==> config.mk <==
export PLATFORM = sky130hd
export DESIGN_NAME = wav_header_parser
export DESIGN_NICKNAME = d
export VERILOG_FILES = /design/src/design/whp_pkg.sv /design/src/design/whp_result.sv /design/src/design/wav_header_parser.sv
export SDC_FILE = /design/constraint.sdc
export NUM_CORES = 1
export LEC_CHECK = 0
export ABC_CLOCK_PERIOD_IN_PS = 9000
export BUFFER_PORTS_ARGS = -buffer_cell sky130_fd_sc_hd__buf_4
export CAP_MARGIN = 20
export CORE_ASPECT_RATIO = 1.25
export CORE_UTILIZATION = 52
export CTS_CLUSTER_SIZE = 10
export DETAILED_ROUTE_END_ITERATION = 6
export HOLD_SLACK_MARGIN = 0.05
export PLACE_DENSITY = 0.77
export REMOVE_ABC_BUFFERS = 1
export SKIP_CTS_REPAIR_TIMING = 1
export SLEW_MARGIN = 20
export SYNTH_ARGS = -nofsm -noshare
export SYNTH_HDL_FRONTEND = slang
export SYNTH_SLANG_ARGS = --single-unit
==> constraint.sdc <==
create_clock -name clk -period 9 [get_ports clk]
set_input_delay 0 -clock clk [delete_from_list [all_inputs] [get_ports clk]]
set_output_delay 0 -clock clk [all_outputs]
set_load 0.02 [all_outputs]
==> src/design/whp_pkg.sv <==
// ----------------------------------------------------------------------------
// whp_pkg
// Shared constants and types for the RIFF/WAVE header parser: chunk tags,
// format limits, status codes and the result request passed to the
// output stage.
// ----------------------------------------------------------------------------
package whp_pkg;

    localparam logic [31:0] TAG_RIFF         = 32'h4646_4952;
    localparam logic [31:0] TAG_WAVE         = 32'h4556_4157;
    localparam logic [31:0] TAG_FMT          = 32'h2074_6d66;
    localparam logic [31:0] TAG_DATA         = 32'h6174_6164;
    localparam logic [31:0] FMT_MIN_LEN      = 32'd16;
    localparam logic [31:0] CD_RATE          = 32'd44100;
    localparam logic [31:0] CD_BYTES_PER_SEC = 32'd176400;
    localparam logic [15:0] CD_CHANNELS      = 16'd2;
    localparam logic [15:0] CD_BITS          = 16'd16;
    localparam logic [32:0] RIFF_EXTRA       = 33'd8;
    localparam logic [31:0] POS_MAX          = 32'hFFFF_FFFF;

    typedef enum logic [2:0] {
        ST_OK        = 3'd0,
        ST_NO_RIFF   = 3'd1,
        ST_NO_WAVE   = 3'd2,
        ST_FMT_SHORT = 3'd3,
        ST_UNEXP_END = 3'd4,
        ST_NO_DATA   = 3'd5
    } status_t;

    typedef struct packed {
        status_t     status;
        logic [31:0] data_size;
        logic [31:0] data_offset;
        logic [32:0] file_size;
    } result_req_t;

endpackage

==> src/design/whp_result.sv <==
// ----------------------------------------------------------------------------
// whp_result
// Result register of the header parser. Unpacks the little-endian format
// fields, derives the CD-quality flag and holds one request until taken.
// ----------------------------------------------------------------------------
module whp_result (
    input  logic                 clk,
    input  logic                 rst_n,
    input  logic                 load,
    input  whp_pkg::result_req_t req,
    input  logic [15:0][7:0]     fmt,
    input  logic                 out_ready,
    output logic                 out_valid,
    output logic [2:0]           status,
    output logic [15:0]          audio_format,
    output logic [15:0]          channel_count,
    output logic [31:0]          sample_rate,
    output logic [31:0]          byte_rate,
    output logic [15:0]          block_align,
    output logic [15:0]          sample_bits,
    output logic [31:0]          data_size,
    output logic [31:0]          data_offset,
    output logic [32:0]          file_size,
    output logic                 cd_quality
);
    import whp_pkg::*;

    logic        valid_reg;
    logic        valid_next;
    logic [2:0]  status_reg;
    logic [15:0] format_reg;
    logic [15:0] channels_reg;
    logic [31:0] rate_reg;
    logic [31:0] brate_reg;
    logic [15:0] align_reg;
    logic [15:0] bits_reg;
    logic [31:0] dsize_reg;
    logic [31:0] offset_reg;
    logic [32:0] fsize_reg;
    logic        cd_reg;

    logic        ok;
    logic [15:0] ch_w;
    logic [31:0] rate_w;
    logic [31:0] brate_w;
    logic [15:0] bits_w;

    assign ok      = (req.status == ST_OK);
    assign ch_w    = {fmt[3], fmt[2]};
    assign rate_w  = {fmt[7], fmt[6], fmt[5], fmt[4]};
    assign brate_w = {fmt[11], fmt[10], fmt[9], fmt[8]};
    assign bits_w  = {fmt[15], fmt[14]};

    always_comb
    begin
        if (load)
        begin
            valid_next = 1'b1;
        end
        else if (out_ready)
        begin
            valid_next = 1'b0;
        end
        else
        begin
            valid_next = valid_reg;
        end
    end

    always_ff @(posedge clk or negedge rst_n)
    begin
        if (!rst_n)
        begin
            valid_reg <= 1'b0;
        end
        else
        begin
            valid_reg <= valid_next;
        end
    end

    always_ff @(posedge clk)
    begin
        if (load)
        begin
            status_reg   <= req.status;
            format_reg   <= ok ? {fmt[1], fmt[0]} : 16'd0;
            channels_reg <= ok ? ch_w : 16'd0;
            rate_reg     <= ok ? rate_w : 32'd0;
            brate_reg    <= ok ? brate_w : 32'd0;
            align_reg    <= ok ? {fmt[13], fmt[12]} : 16'd0;
            bits_reg     <= ok ? bits_w : 16'd0;
            dsize_reg    <= ok ? req.data_size : 32'd0;
            offset_reg   <= ok ? req.data_offset : 32'd0;
            fsize_reg    <= ok ? req.file_size : 33'd0;
            cd_reg       <= ok && (ch_w == CD_CHANNELS) && (bits_w == CD_BITS)
                            && (rate_w == CD_RATE) && (brate_w == CD_BYTES_PER_SEC);
        end
    end

    assign out_valid     = valid_reg;
    assign status        = status_reg;
    assign audio_format  = format_reg;
    assign channel_count = channels_reg;
    assign sample_rate   = rate_reg;
    assign byte_rate     = brate_reg;
    assign block_align   = align_reg;
    assign sample_bits   = bits_reg;
    assign data_size     = dsize_reg;
    assign data_offset   = offset_reg;
    assign file_size     = fsize_reg;
    assign cd_quality    = cd_reg;

endmodule

==> src/design/wav_header_parser.sv <==
// ----------------------------------------------------------------------------
// wav_header_parser
// Parses a RIFF/WAVE header one byte per request and emits one result with
// the format fields, data chunk size and offset, or an error status.
//
//   Channel  Direction  Handshake             Payload
//   input    in         in_valid / in_ready   data_byte, end_of_stream
//   output   out        out_valid / out_ready status .. cd_quality
//
// One byte is taken every cycle unless in_ready is low; a byte is parsed in
// the cycle it is taken and its result, if any, appears in the result
// register on the next cycle. A held result only blocks input while
// out_ready is low. Reset returns the parser to the RIFF tag search; so
// does a byte flagged end_of_stream, after that byte is parsed.
// ----------------------------------------------------------------------------
module wav_header_parser (
    input  logic        clk,
    input  logic        rst_n,
    input  logic        in_valid,
    output logic        in_ready,
    input  logic [7:0]  data_byte,
    input  logic        end_of_stream,
    output logic        out_valid,
    input  logic        out_ready,
    output logic [2:0]  status,
    output logic [15:0] audio_format,
    output logic [15:0] channel_count,
    output logic [31:0] sample_rate,
    output logic [31:0] byte_rate,
    output logic [15:0] block_align,
    output logic [15:0] sample_bits,
    output logic [31:0] data_size,
    output logic [31:0] data_offset,
    output logic [32:0] file_size,
    output logic        cd_quality
);
    import whp_pkg::*;

    typedef enum logic [2:0] {
        PH_RIFF,
        PH_SIZE,
        PH_WAVE,
        PH_CTAG,
        PH_CLEN,
        PH_FMT,
        PH_SKIP,
        PH_DONE
    } phase_t;

    phase_t           phase_reg,  phase_next;
    logic [1:0]       idx_reg,    idx_next;
    logic [23:0]      asm_reg,    asm_next;
    logic [31:0]      tag_reg,    tag_next;
    logic [31:0]      len_reg,    len_next;
    logic [31:0]      skip_reg,   skip_next;
    logic [31:0]      pos_reg,    pos_next;
    logic [15:0][7:0] fmt_reg,    fmt_next;
    logic [32:0]      riff_reg,   riff_next;

    logic             acc;
    logic             res_load;
    result_req_t      req;
    logic [31:0]      word;
    logic [4:0]       fmt_sum;
    logic [3:0]       fmt_idx;
    logic             err;
    status_t          err_code;
    logic             boundary;

    assign in_ready = !out_valid || out_ready;
    assign acc      = in_valid && in_ready;
    assign word     = {data_byte, asm_reg};
    assign fmt_sum  = 5'd16 - skip_reg[4:0];
    assign fmt_idx  = fmt_sum[3:0];

    always_comb
    begin
        phase_next = phase_reg;
        idx_next   = idx_reg;
        asm_next   = asm_reg;
        tag_next   = tag_reg;
        len_next   = len_reg;
        skip_next  = skip_reg;
        pos_next   = pos_reg;
        fmt_next   = fmt_reg;
        riff_next  = riff_reg;
        res_load   = 1'b0;
        req        = '0;
        err        = 1'b0;
        err_code   = ST_OK;
        boundary   = 1'b0;

        if (acc && (phase_reg != PH_DONE))
        begin
            pos_next = (pos_reg == POS_MAX) ? pos_reg : pos_reg + 32'd1;

            unique case (phase_reg)
                PH_RIFF, PH_SIZE, PH_WAVE, PH_CTAG, PH_CLEN:
                begin
                    asm_next = {data_byte, asm_reg[23:8]};
                    idx_next = idx_reg + 2'd1;
                    if (idx_reg == 2'd3)
                    begin
                        unique case (phase_reg)
                            PH_RIFF:
                            begin
                                if (word != TAG_RIFF)
                                begin
                                    err      = 1'b1;
                                    err_code = ST_NO_RIFF;
                                end
                                else
                                begin
                                    phase_next = PH_SIZE;
                                end
                            end
                            PH_SIZE:
                            begin
                                riff_next  = {1'b0, word} + RIFF_EXTRA;
                                phase_next = PH_WAVE;
                            end
                            PH_WAVE:
                            begin
                                if (word != TAG_WAVE)
                                begin
                                    err      = 1'b1;
                                    err_code = ST_NO_WAVE;
                                end
                                else
                                begin
                                    phase_next = PH_CTAG;
                                end
                            end
                            PH_CTAG:
                            begin
                                tag_next   = word;
                                phase_next = PH_CLEN;
                            end
                            default:
                            begin
                                len_next = word;
                                if (tag_reg == TAG_FMT)
                                begin
                                    if (word < FMT_MIN_LEN)
                                    begin
                                        err      = 1'b1;
                                        err_code = ST_FMT_SHORT;
                                    end
                                    else
                                    begin
                                        skip_next  = FMT_MIN_LEN;
                                        phase_next = PH_FMT;
                                    end
                                end
                                else if (tag_reg == TAG_DATA)
                                begin
                                    res_load        = 1'b1;
                                    req.status      = ST_OK;
                                    req.data_size   = word;
                                    req.data_offset = pos_next;
                                    req.file_size   = riff_reg;
                                    phase_next      = PH_DONE;
                                end
                                else
                                begin
                                    skip_next  = word;
                                    phase_next = (word != 32'd0) ? PH_SKIP : PH_CTAG;
                                end
                            end
                        endcase
                    end
                end
                PH_FMT:
                begin
                    fmt_next[fmt_idx] = data_byte;
                    skip_next         = skip_reg - 32'd1;
                    if (skip_reg == 32'd1)
                    begin
                        skip_next  = len_reg - FMT_MIN_LEN;
                        phase_next = (len_reg != FMT_MIN_LEN) ? PH_SKIP : PH_CTAG;
                    end
                end
                default:
                begin
                    if (skip_reg <= 32'd1)
                    begin
                        skip_next  = 32'd0;
                        phase_next = PH_CTAG;
                    end
                    else
                    begin
                        skip_next = skip_reg - 32'd1;
                    end
                end
            endcase

            if (err)
            begin
                res_load   = 1'b1;
                req        = '0;
                req.status = err_code;
                phase_next = PH_DONE;
            end
            else if ((phase_next != PH_DONE) && end_of_stream)
            begin
                boundary   = ((phase_next == PH_CTAG) && (idx_next == 2'd0))
                             || (phase_next == PH_SKIP);
                res_load   = 1'b1;
                req        = '0;
                req.status = boundary ? ST_NO_DATA : ST_UNEXP_END;
                phase_next = PH_DONE;
            end
        end

        if (acc && end_of_stream)
        begin
            phase_next = PH_RIFF;
            idx_next   = 2'd0;
            asm_next   = 24'd0;
            tag_next   = 32'd0;
            len_next   = 32'd0;
            skip_next  = 32'd0;
            pos_next   = 32'd0;
            fmt_next   = '0;
            riff_next  = 33'd0;
        end
    end

    always_ff @(posedge clk or negedge rst_n)
    begin
        if (!rst_n)
        begin
            phase_reg <= PH_RIFF;
            idx_reg   <= 2'd0;
            asm_reg   <= 24'd0;
            tag_reg   <= 32'd0;
            len_reg   <= 32'd0;
            skip_reg  <= 32'd0;
            pos_reg   <= 32'd0;
            fmt_reg   <= '0;
            riff_reg  <= 33'd0;
        end
        else
        begin
            phase_reg <= phase_next;
            idx_reg   <= idx_next;
            asm_reg   <= asm_next;
            tag_reg   <= tag_next;
            len_reg   <= len_next;
            skip_reg  <= skip_next;
            pos_reg   <= pos_next;
            fmt_reg   <= fmt_next;
            riff_reg  <= riff_next;
        end
    end

    whp_result u_result (
        .clk           (clk),
        .rst_n         (rst_n),
        .load          (res_load),
        .req           (req),
        .fmt           (fmt_reg),
        .out_ready     (out_ready),
        .out_valid     (out_valid),
        .status        (status),
        .audio_format  (audio_format),
        .channel_count (channel_count),
        .sample_rate   (sample_rate),
        .byte_rate     (byte_rate),
        .block_align   (block_align),
        .sample_bits   (sample_bits),
        .data_size     (data_size),
        .data_offset   (data_offset),
        .file_size     (file_size),
        .cd_quality    (cd_quality)
    );

`ifndef SYNTHESIS
    a_ready_when_empty: assert property (@(posedge clk) disable iff (!rst_n)
        !out_valid |-> in_ready)
        else $error("Parser stalls input with an empty result register.");

    a_eos_rearms: assert property (@(posedge clk) disable iff (!rst_n)
        (acc && end_of_stream) |=> (phase_reg == PH_RIFF) && (pos_reg == 32'd0))
        else $error("End of stream did not re-arm the parser.");

    a_result_ends_parse: assert property (@(posedge clk) disable iff (!rst_n)
        (res_load && !end_of_stream) |=> (phase_reg == PH_DONE) && out_valid)
        else $error("A result did not stop the parse.");

    a_fmt_count: assert property (@(posedge clk) disable iff (!rst_n)
        (phase_reg == PH_FMT) |-> (skip_reg != 32'd0) && (skip_reg <= FMT_MIN_LEN))
        else $error("Format byte counter out of range.");

    a_skip_nonzero: assert property (@(posedge clk) disable iff (!rst_n)
        (phase_reg == PH_SKIP) |-> (skip_reg != 32'd0))
        else $error("Skip phase entered with nothing to skip.");
`endif

endmodule

==> impl_results.md, run 1 <==
* Status: completed
* Synthesized cell area at 24670 µm²
* Port buffer count at 243
* Final Routed Wirelength at 65.74 mm
* Clock network fraction of design power at 41.7%
* Fillers at 3676
* Die ar. at 48320 µm²
* CTS Buffer Depth at 3
* Commonest non-fill, non-tap cell in the layout: dfrtp_1
* Placer Congestion at 0.9433
* Remaining Overflow, GRT at 0
* Reg power frac at 50.4%
* CP required at 9.23 ns
* Reg2reg setup slack at 4.50 ns
* Clock Latency Late Sink at 0.63 ns
* WL/cell at 21.09 µm
* Power share of the combinational group at 7.9%
* # Max-Cap Violations at 0
* Initial drt markers at 1722
* Cell variety after synth at 72
* Final worst setup slack at 4.502 ns
* Final Skew at 0.01781 ns
* Switching share of power at 24.47%
* RR Startpoint: len_reg[14]
* FF+latch area at 14860 µm²
* VDD IR-drop max at 0.0001809 V
* Ys flop type: dfrtp_1
* Site Rows at 88
* DRT Pass-1 Iters at 5
* Synth area leader: dfrtp_1
* DR vias/cell at 5.890
* Post-synthesis register bit count at 548
* Setup TNS at 0 ns
* Ys async rst share at 58.21%
* Area of the multi-input gates at 9135 µm²
* Antenna Cells at 0
* Fin. Hold Viols at 0
* Synth Instances at 2254
* Minimum clock period at 4.498 ns
* Largest family of logic cells by synthesized area: simple AND/OR/NAND/NOR gates
* Number of synthesized flops with an enable pin at 229
* Via count at 18360
* Pint at 4100 µW
* Crit-path slowest cell: or4_1
* Core area at 46460 µm²
* XOR/XNOR Fraction of Synth Area at 3.089%
* Synth Area in Simple Gates at 18.67%
* Post-synthesis mux area share at 3.333%
* Ratio of cells with drive above 1 in the final layout at 14.35%
* RSZ-0062 raised after global routing: no
* Vias in the first global route at 18020
* FF-to-FF path depth at 8
* Most frequent cells in the layout: dfrtp_1 (319), nand2_1 (283), buf_4 (264)
* Synth Area in Adders at 0.5580%
* Clock-pin slew on the worst setup and hold paths at 0.06 ns
* Die Ht at 245.5 µm
* Crit path cell chain: nor4_1, nand2_1, or4_1, o21ba_1, a211o_1, a21bo_4, nand2_4, buf_12
* Clk Tree Root Cell: clkbuf_16
* Post-route ant nets at 0
* Dpl hpwl at 42.08 mm
* First-pass GRT wire length at 101.6 mm
* Leak Pwr at 0.01178 µW
* Setup Viol. Count Final at 0
* Max FFs per register at 128
* Residual DRC at 0
* Compound-Gate Fraction of Synth Area at 11.08%
* GRT Util Overall at 26.97%
* Seq/Total Area, Yosys at 60.24%
* IO Count at 244
* CP Launch Type: flip-flop
* Synth top area share at 32.36%
* Critical Path AT at 4.73 ns
* Pins over their slew limit at 0
* Worst-Margin Slew at 1.115 ns
* Die W at 196.8 µm
* Total CTS buffers at 61
* RR Endpoint: u_result.file_size[13]
* Antenna violations before repair at 0
* CTS tree: done
* CP max FO at 184
* Slew headroom at 25.66%
* Top cells by area, synth: dfrtp_1 (32%), edfxtp_1 (28%), and2_1 (5.2%), nand2_1 (4.3%), o21ai_0 (3.3%)
* Clk sinks at 548
* P per Cell Area at 188.4 nW/µm²
* Switching power total at 1328 µW
* Fmax at 0.2223 GHz
* Place WS at 4.598 ns
* Initial Util at 53.09%
* Largest net degree at the start of global routing at 185
* Kind of critical path: reg -> reg
* Mean post-synth cell area at 10.94 µm²
* CP max stage delay at 0.63 ns
* YS warnings at 0
* Area growth syn-to-layout at 16.80%
* Endpoint kind of the worst setup timing path: flip-flop
* Final Cycle Share at 49.98%
* H-tree levels at 2
* Nets@finish at 2462
* Min-Delay Path Class: in -> async
-- area by class of cell --
class / count / share of cell area, %
Clock buffer: 107 / 5.898
Clock inverter: 5 / 0.2736
Inverter: 15 / 0.1954
Multi-Input combinational cell: 1531 / 31.71
Sequential cell: 548 / 51.58
Tap cell: 630 / 2.736
Timing Repair Buffer: 281 / 7.609
-- synth_stat cells (all sizes together), types with 22 or more instances --
| cell | number |
|---|---|
| edfxtp | 229 |
| nor3 | 50 |
| dfrtp | 319 |
| nor2 | 196 |
| nor4 | 38 |
| clkbuf | 140 |
| and3 | 30 |
| xnor2 | 48 |
| nand3 | 30 |
| xor2 | 39 |
| nand4 | 22 |
| a21oi | 100 |
| and2 | 205 |
| a22o | 63 |
| nand2 | 284 |
| o21ai | 167 |
| mux2i | 81 |
-- cells by family (layout without fill, tap and decap cells) --
| kind of cell | after synthesis | in the layout |
|---|---|---|
| AOI/OAI and AO/OA | 433 | 433 |
| adders and majority gates | 11 | 11 |
| DFF | 548 | 548 |
| xor gates and xnor gates | 87 | 87 |
| muxes | 82 | 82 |
| and+or+nand+nor | 918 | 918 |
| buffers and inverters | 175 | 408 |
-- critical path, delay by kind of cell (launching register included) --
family / cells / cell delay, ns
AND/OR/NAND/NOR: 4 / 1.97
AO/OA/AOI/OAI: 3 / 0.79
buffers and inverters: 1 / 0.63
flip-flops: 1 / 0.42
-- through the flow --
stage	instances	hold WS, ns	utilization (%)	area (µm²)	power (µW)
2_1_floorplan	2094	-0.2956	-	23980	2985
3_3_place_gp	2991	0.1371	57.81	26860	3194
3_5_place_dp	2991	0.1440	57.81	26860	3200
4_1_cts	3103	-0.5172	61.64	28640	5446
5_1_grt	3117	0.08385	62.00	28810	5593
6_report	3117	0.03050	62.00	28810	5428
-- power by group through the flow --
stage	sequential [µW]	combinational [µW]	clock, µW
floorplan	2840	150	0
global placement	2780	412	0
detailed placement	2780	417	0
CTS	2740	419	2290
global route	2740	456	2400
finish	2740	427	2260
-- metal layers --
layer,track usage (%),wire [µm],share of wire [%],vias up
met5,0,0,0,-
met4,10.60,2229,3.4,0
met3,3.950,4056,6.2,142
met2,44.38,32640,50,734
met1,36.10,26820,41,9110
li1,-,-,-,8372
-- how the worst max path moves through the flow --
stage	startpoint	to	slack, ns
6_report	len_reg[14]	u_result.file_size[13]	4.50
5_1_grt	len_reg[14]	u_result.block_align[0]	4.27
4_1_cts	len_reg[14]	u_result.block_align[0]	4.60
3_5_place_dp	len_reg[14]	u_result.byte_rate[27]	4.60
3_3_place_gp	len_reg[14]	u_result.byte_rate[27]	4.70
2_1_floorplan	asm_reg[14]	u_result.audio_format[0]	0.17
(Power assumes the default switching activity.)
==> run 2, diff against run 1 <==
Settings changed: ABC_CLOCK_PERIOD_IN_PS 9000 to 4200.
Clock period 9 ns to 4.2 ns, I/O delays scaled along.
==> run 2 against run 1 <==
Compared with the run above: sequential power increased by 110%; total power up 110%; sequential share of layout area decreased by 0.69 points; first-iteration DRC count down 16%; routed wire length up 1.3%; fmax rose by 17%; non-clock buffer count grew 43; clock skew rose by 0.0030 ns; worst setup slack worse by 4.1 ns; critical path depth grew 2; register-to-register slack lost 4.1 ns; highest routed layer unchanged.
==> impl_results.md, run 2 (synthesized netlist as in run 1, its figures left out) <==
* Commonest non-fill, non-tap cell in the layout: dfrtp_1
* Core area at 46460 µm²
* Placer Congestion at 0.9493
* Min-Delay Path Class: in -> reg
* RR Startpoint: asm_reg[19]
* WL/cell at 21.08 µm
* Worst path bufs/invs at 2
* Setup Viol. Count Final at 0
* Nets@finish at 2505
* CP Launch Type: flip-flop
* Dpl hpwl at 43.99 mm
* Slew headroom at 28.22%
* Clk Tree Root Cell: clkbuf_16
* Antenna Cells at 0
* Hold Path Depth at 4
* Die Ht at 245.5 µm
* First-pass GRT wire length at 103.7 mm
* Clock-pin slew on the worst setup and hold paths at 0.06 ns
* Min-delay src: in_valid
* Pins over their slew limit at 0
* Antenna violations before repair at 0
* Vias in the first global route at 18140
* Final Power at 11620 µW
* Fillers at 3654
* GRT Util Overall at 27.66%
* Residual DRC at 0
* Leak Pwr at 0.01203 µW
* Die ar. at 48320 µm²
* Largest net degree at the start of global routing at 164
* Hold EP: u_result.status[2]
* Critical Path AT at 4.20 ns
* Final Cycle Share at 91.19%
* Crit-path slowest cell: nor4_1
* Final Skew at 0.02080 ns
* CP max FO at 42
* Fin. Hold Viols at 0
* Status: completed
* # Max-Cap Violations at 0
* Final worst setup slack at 0.3700 ns
* DR vias/cell at 5.853
* Clk sinks at 548
* Fmax at 0.2611 GHz
* Place WS at 0.3122 ns
* IO Count at 244
* Post-route ant nets at 0
* Worst-Margin Slew at 1.073 ns
* Crit path cell chain: nor4_1, nand2_1, nor4_2, a32oi_1, or4_1, a21boi_1, a21bo_4, nand2_4, buf_12, buf_4
* Most frequent cells in the layout: dfrtp_1 (319), buf_4 (302), nand2_1 (283)
* FF-to-FF path depth at 10
* Final Routed Wirelength at 66.61 mm
* Site Rows at 88
* Die W at 196.8 µm
* Via count at 18500
* Reg2reg setup slack at 0.37 ns
* Total CTS buffers at 61
* DRT Pass-1 Iters at 5
* Area growth syn-to-layout at 18.37%
* Max FFs per register at 128
* Family with the most delay on the worst path: simple AND/OR/NAND/NOR gates
* VDD IR-drop max at 0.0003478 V
* CTS Buffer Depth at 3
* Initial Util at 53.09%
* Endpoint kind of the worst setup timing path: flip-flop
* RR Endpoint: u_result.byte_rate[12]
* CP required at 4.57 ns
* CP max stage delay at 0.64 ns
* P per Cell Area at 398.0 nW/µm²
* Clock Latency Late Sink at 0.63 ns
* CTS tree: done
* Remaining Overflow, GRT at 0
* RSZ-0062 raised after global routing: no
* Ratio of cells with drive above 1 in the final layout at 15.93%
* Kind of critical path: reg -> reg
* Port buffer count at 243
* Initial drt markers at 1440
* Minimum clock period at 3.830 ns
* H-tree levels at 2
## run 2: worst max path at each step
| stage | start | to | slack, ns | depth (start not counted) |
|---|---|---|---|---|
| 2_1_floorplan | asm_reg[14] | u_result.audio_format[0] | -4.63 | 8 |
| 3_3_place_gp | asm_reg[19] | u_result.sample_rate[11] | 0.29 | 10 |
| 3_5_place_dp | asm_reg[19] | u_result.sample_rate[27] | 0.31 | 10 |
| 4_1_cts | asm_reg[19] | u_result.sample_rate[12] | 0.27 | 10 |
| 5_1_grt | asm_reg[19] | u_result.sample_rate[1] | 0.19 | 10 |
| 6_report | asm_reg[19] | u_result.byte_rate[12] | 0.37 | 10 |
## run 2: worst register-to-register path: cells and delay by family (launching register included)
kind | cells | cell delay [ns]
AO/OA/AOI/OAI | 3 | 0.63
flip-flops | 1 | 0.45
buffers and inverters | 2 | 0.48
AND/OR/NAND/NOR | 5 | 2.01
## run 2: layout make-up
| cell class | count | area [µm²] | area share, % |
|---|---|---|---|
| clock buffer | 107 | 1719 | 5.888 |
| clock inverter | 5 | 47.55 | 0.1628 |
| inverter | 15 | 56.30 | 0.1928 |
| multi-input combinational | 1531 | 9136 | 31.29 |
| sequential | 548 | 14860 | 50.89 |
| tap | 630 | 788.3 | 2.700 |
| timing repair buffer | 324 | 2591 | 8.875 |
## run 2: power breakdown
group / internal [µW] / switching [µW]
Combinational: 318 / 682
Sequential: 5730 / 95.9
Clock: 2750 / 2050
Total: 8790 / 2830
## run 2: routing by layer
metal	track usage [%]	wire (µm)	vias to the layer above
li1	-	-	8454
met1	36.59	27060	9203
met2	46.26	33170	701
met3	4.458	4067	138
met4	9.758	2324	0
met5	0	0	-
## run 2: per-stage QoR
step,setup TNS (ns),hold slack (ns),instances,util (%),area [µm²]
final,0,0.04617,3160,62.84,29200
after global routing,0,0.05574,3160,62.84,29200
after CTS,0,-0.5084,3147,62.52,29050
after detailed placement,0,0.1557,3035,58.71,27280
after global placement,0,0.1482,3035,58.71,27280
after floorplan,-1667.49,-0.2956,2094,-,23980
==> run 3, diff against run 2 <==
Settings changed: ABC_CLOCK_PERIOD_IN_PS 4200 to unset, CORE_UTILIZATION 52 to 45, PLACE_DENSITY 0.77 to 0.68.
==> run 3 against run 2 <==
Compared with the run above: sequential cell count unchanged; sequential share of layout area is 0.77 points lower; critical path depth is 1 lower; clock-buffer cell count rose by 4; hold slack improved by 0.013 ns; register-to-register slack lost 0.26 ns; cell area grew 1.5%; routed wire length grew 5.9%.
==> impl_results.md, run 3 (synthesized netlist as in run 1, its figures left out) <==
* Status: completed
* Commonest non-fill, non-tap cell in the layout: dfrtp_1
* Final Power at 12170 µW
* Kind of critical path: reg -> reg
* First-pass GRT wire length at 109.2 mm
* Fin. Hold Viols at 0
* Worst-Margin Slew at 1.022 ns
* Port buffer count at 243
* Slew headroom at 31.73%
* CP required at 4.67 ns
* WL met1 at 28.82 mm
* Residual DRC at 0
* Final Cycle Share at 97.45%
* Initial drt markers at 1659
* Setup Viol. Count Final at 0
* Die Ht at 263.8 µm
* Area of the multi-input gates at 9141 µm²
* Clock Latency Late Sink at 0.61 ns
* Critical Path AT at 4.56 ns
* RSZ-0062 raised after global routing: no
* Die ar. at 55760 µm²
* Post-route ant nets at 0
* WL/cell at 21.52 µm
* Via count at 18530
* Min Hold Slack at 0.05932 ns
* Met2 WL at 35.11 mm
* Total CTS buffers at 66
* Clk sinks at 548
* Placer Congestion at 0.9403
* Remaining Overflow, GRT at 0
* Final Non-Filler Cells at 3277
* FF+latch area at 14860 µm²
* Fillers at 4632
* Most frequent cells in the layout: dfrtp_1 (319), buf_4 (311), nand2_1 (283)
* H-tree levels at 3
* P per Cell Area at 410.5 nW/µm²
* Cell area after layout at 29650 µm²
* DRT Pass-1 Iters at 5
* DR vias/cell at 5.655
* Initial Util at 45.71%
* Clk Tree Root Cell: clkbuf_16
* IO Count at 244
* Top layer in use: met4
* Pins over their slew limit at 0
* CP max FO at 131
* VDD IR-drop max at 0.0002684 V
* Core area at 53960 µm²
* Nets@finish at 2521
* Vias in the first global route at 18630
* Clock-pin slew on the worst setup and hold paths at 0.06 ns
* Leak Pwr at 0.01219 µW
* # Max-Cap Violations at 0
* Final Skew at 0.02390 ns
* Dpl cells at 3142
* Largest net degree at the start of global routing at 147
* Endpoint kind of the worst setup timing path: flip-flop
* CP Launch Type: flip-flop
* Area growth syn-to-layout at 20.20%
* Die W at 211.4 µm
* Antenna violations before repair at 1
* Post-DP Area at 27490 µm²
* Final design utilization at 54.94%
* Dpl hpwl at 46.59 mm
* Ratio of cells with drive above 1 in the final layout at 16.56%
* Met3 wire len at 3.646 mm
* CTS Buffer Depth at 3
* CTS tree: done
* Final Routed Wirelength at 70.51 mm
* Minimum clock period at 4.093 ns
* Fmax at 0.2443 GHz
* GRT Util Overall at 25.52%
* Min-Delay Path Class: in -> reg
* Max FFs per register at 128
* Site Rows at 95
==> run 3: per-layer routing <==
| layer | GRT usage (%) | vias up |
|---|---|---|
| met3 | 3.697 | 147 |
| met1 | 32.55 | 9234 |
| met2 | 42.75 | 655 |
| met4 | 11.85 | 0 |
| met5 | 0 | - |
| li1 | - | 8497 |
==> run 3: worst max-delay path, stage by stage, from the launching register on <==
cell	delay, ns
dfrtp_1	0.47
nor4_1	0.80
nand2_1	0.30
nor4_2	0.58
a32oi_1	0.17
or4_1	0.51
a21boi_1	0.26
a21bo_4	0.20
buf_12	0.30
and2_1	0.21
==> run 3: layout make-up <==
| class | instances | area share (%) |
|---|---|---|
| antenna | 2 | 0.01688 |
| clock buffer | 111 | 6.356 |
| clock inverter | 8 | 0.3714 |
| inverter | 15 | 0.1899 |
| multi-input combinational | 1531 | 30.83 |
| sequential | 548 | 50.12 |
| tap | 727 | 3.068 |
| timing repair buffer | 335 | 9.048 |
==> run 3: final timing paths <==
| path | start | end | slack (ns) | cells past startpoint |
|---|---|---|---|---|
| min in group asynchronous | rst_n | pos_reg[19] | 0.52 | 3 |
| setup reg to reg | asm_reg[19] | u_result.block_align[1] | 0.11 | 9 |
| max in group asynchronous | rst_n | fmt_reg[75] | 2.62 | 4 |
| setup / recovery | asm_reg[19] | u_result.block_align[1] | 0.11 | 9 |
| hold / removal | data_byte[3] | fmt_reg[27] | 0.06 | 4 |
| hold reg to reg | riff_reg[7] | riff_reg[7] | 0.47 | 2 |
==> run 3: through the flow <==
step / worst slack [ns] / TNS, ns
6_report: 0.1071 / 0
3_5_place_dp: 0.2723 / 0
4_1_cts: 0.2585 / 0
5_1_grt: 0.05287 / 0
2_1_floorplan: -4.634 / -1667.49
3_3_place_gp: 0.2474 / 0
==> run 3: power breakdown <==
| group | leakage, µW | switching, µW | total (µW) | internal (µW) |
|---|---|---|---|---|
| logic | 0.00462 | 699 | 1020 | 323 |
| clock network | 0.000952 | 2200 | 5330 | 3130 |
| registers | 0.00661 | 89.0 | 5820 | 5730 |
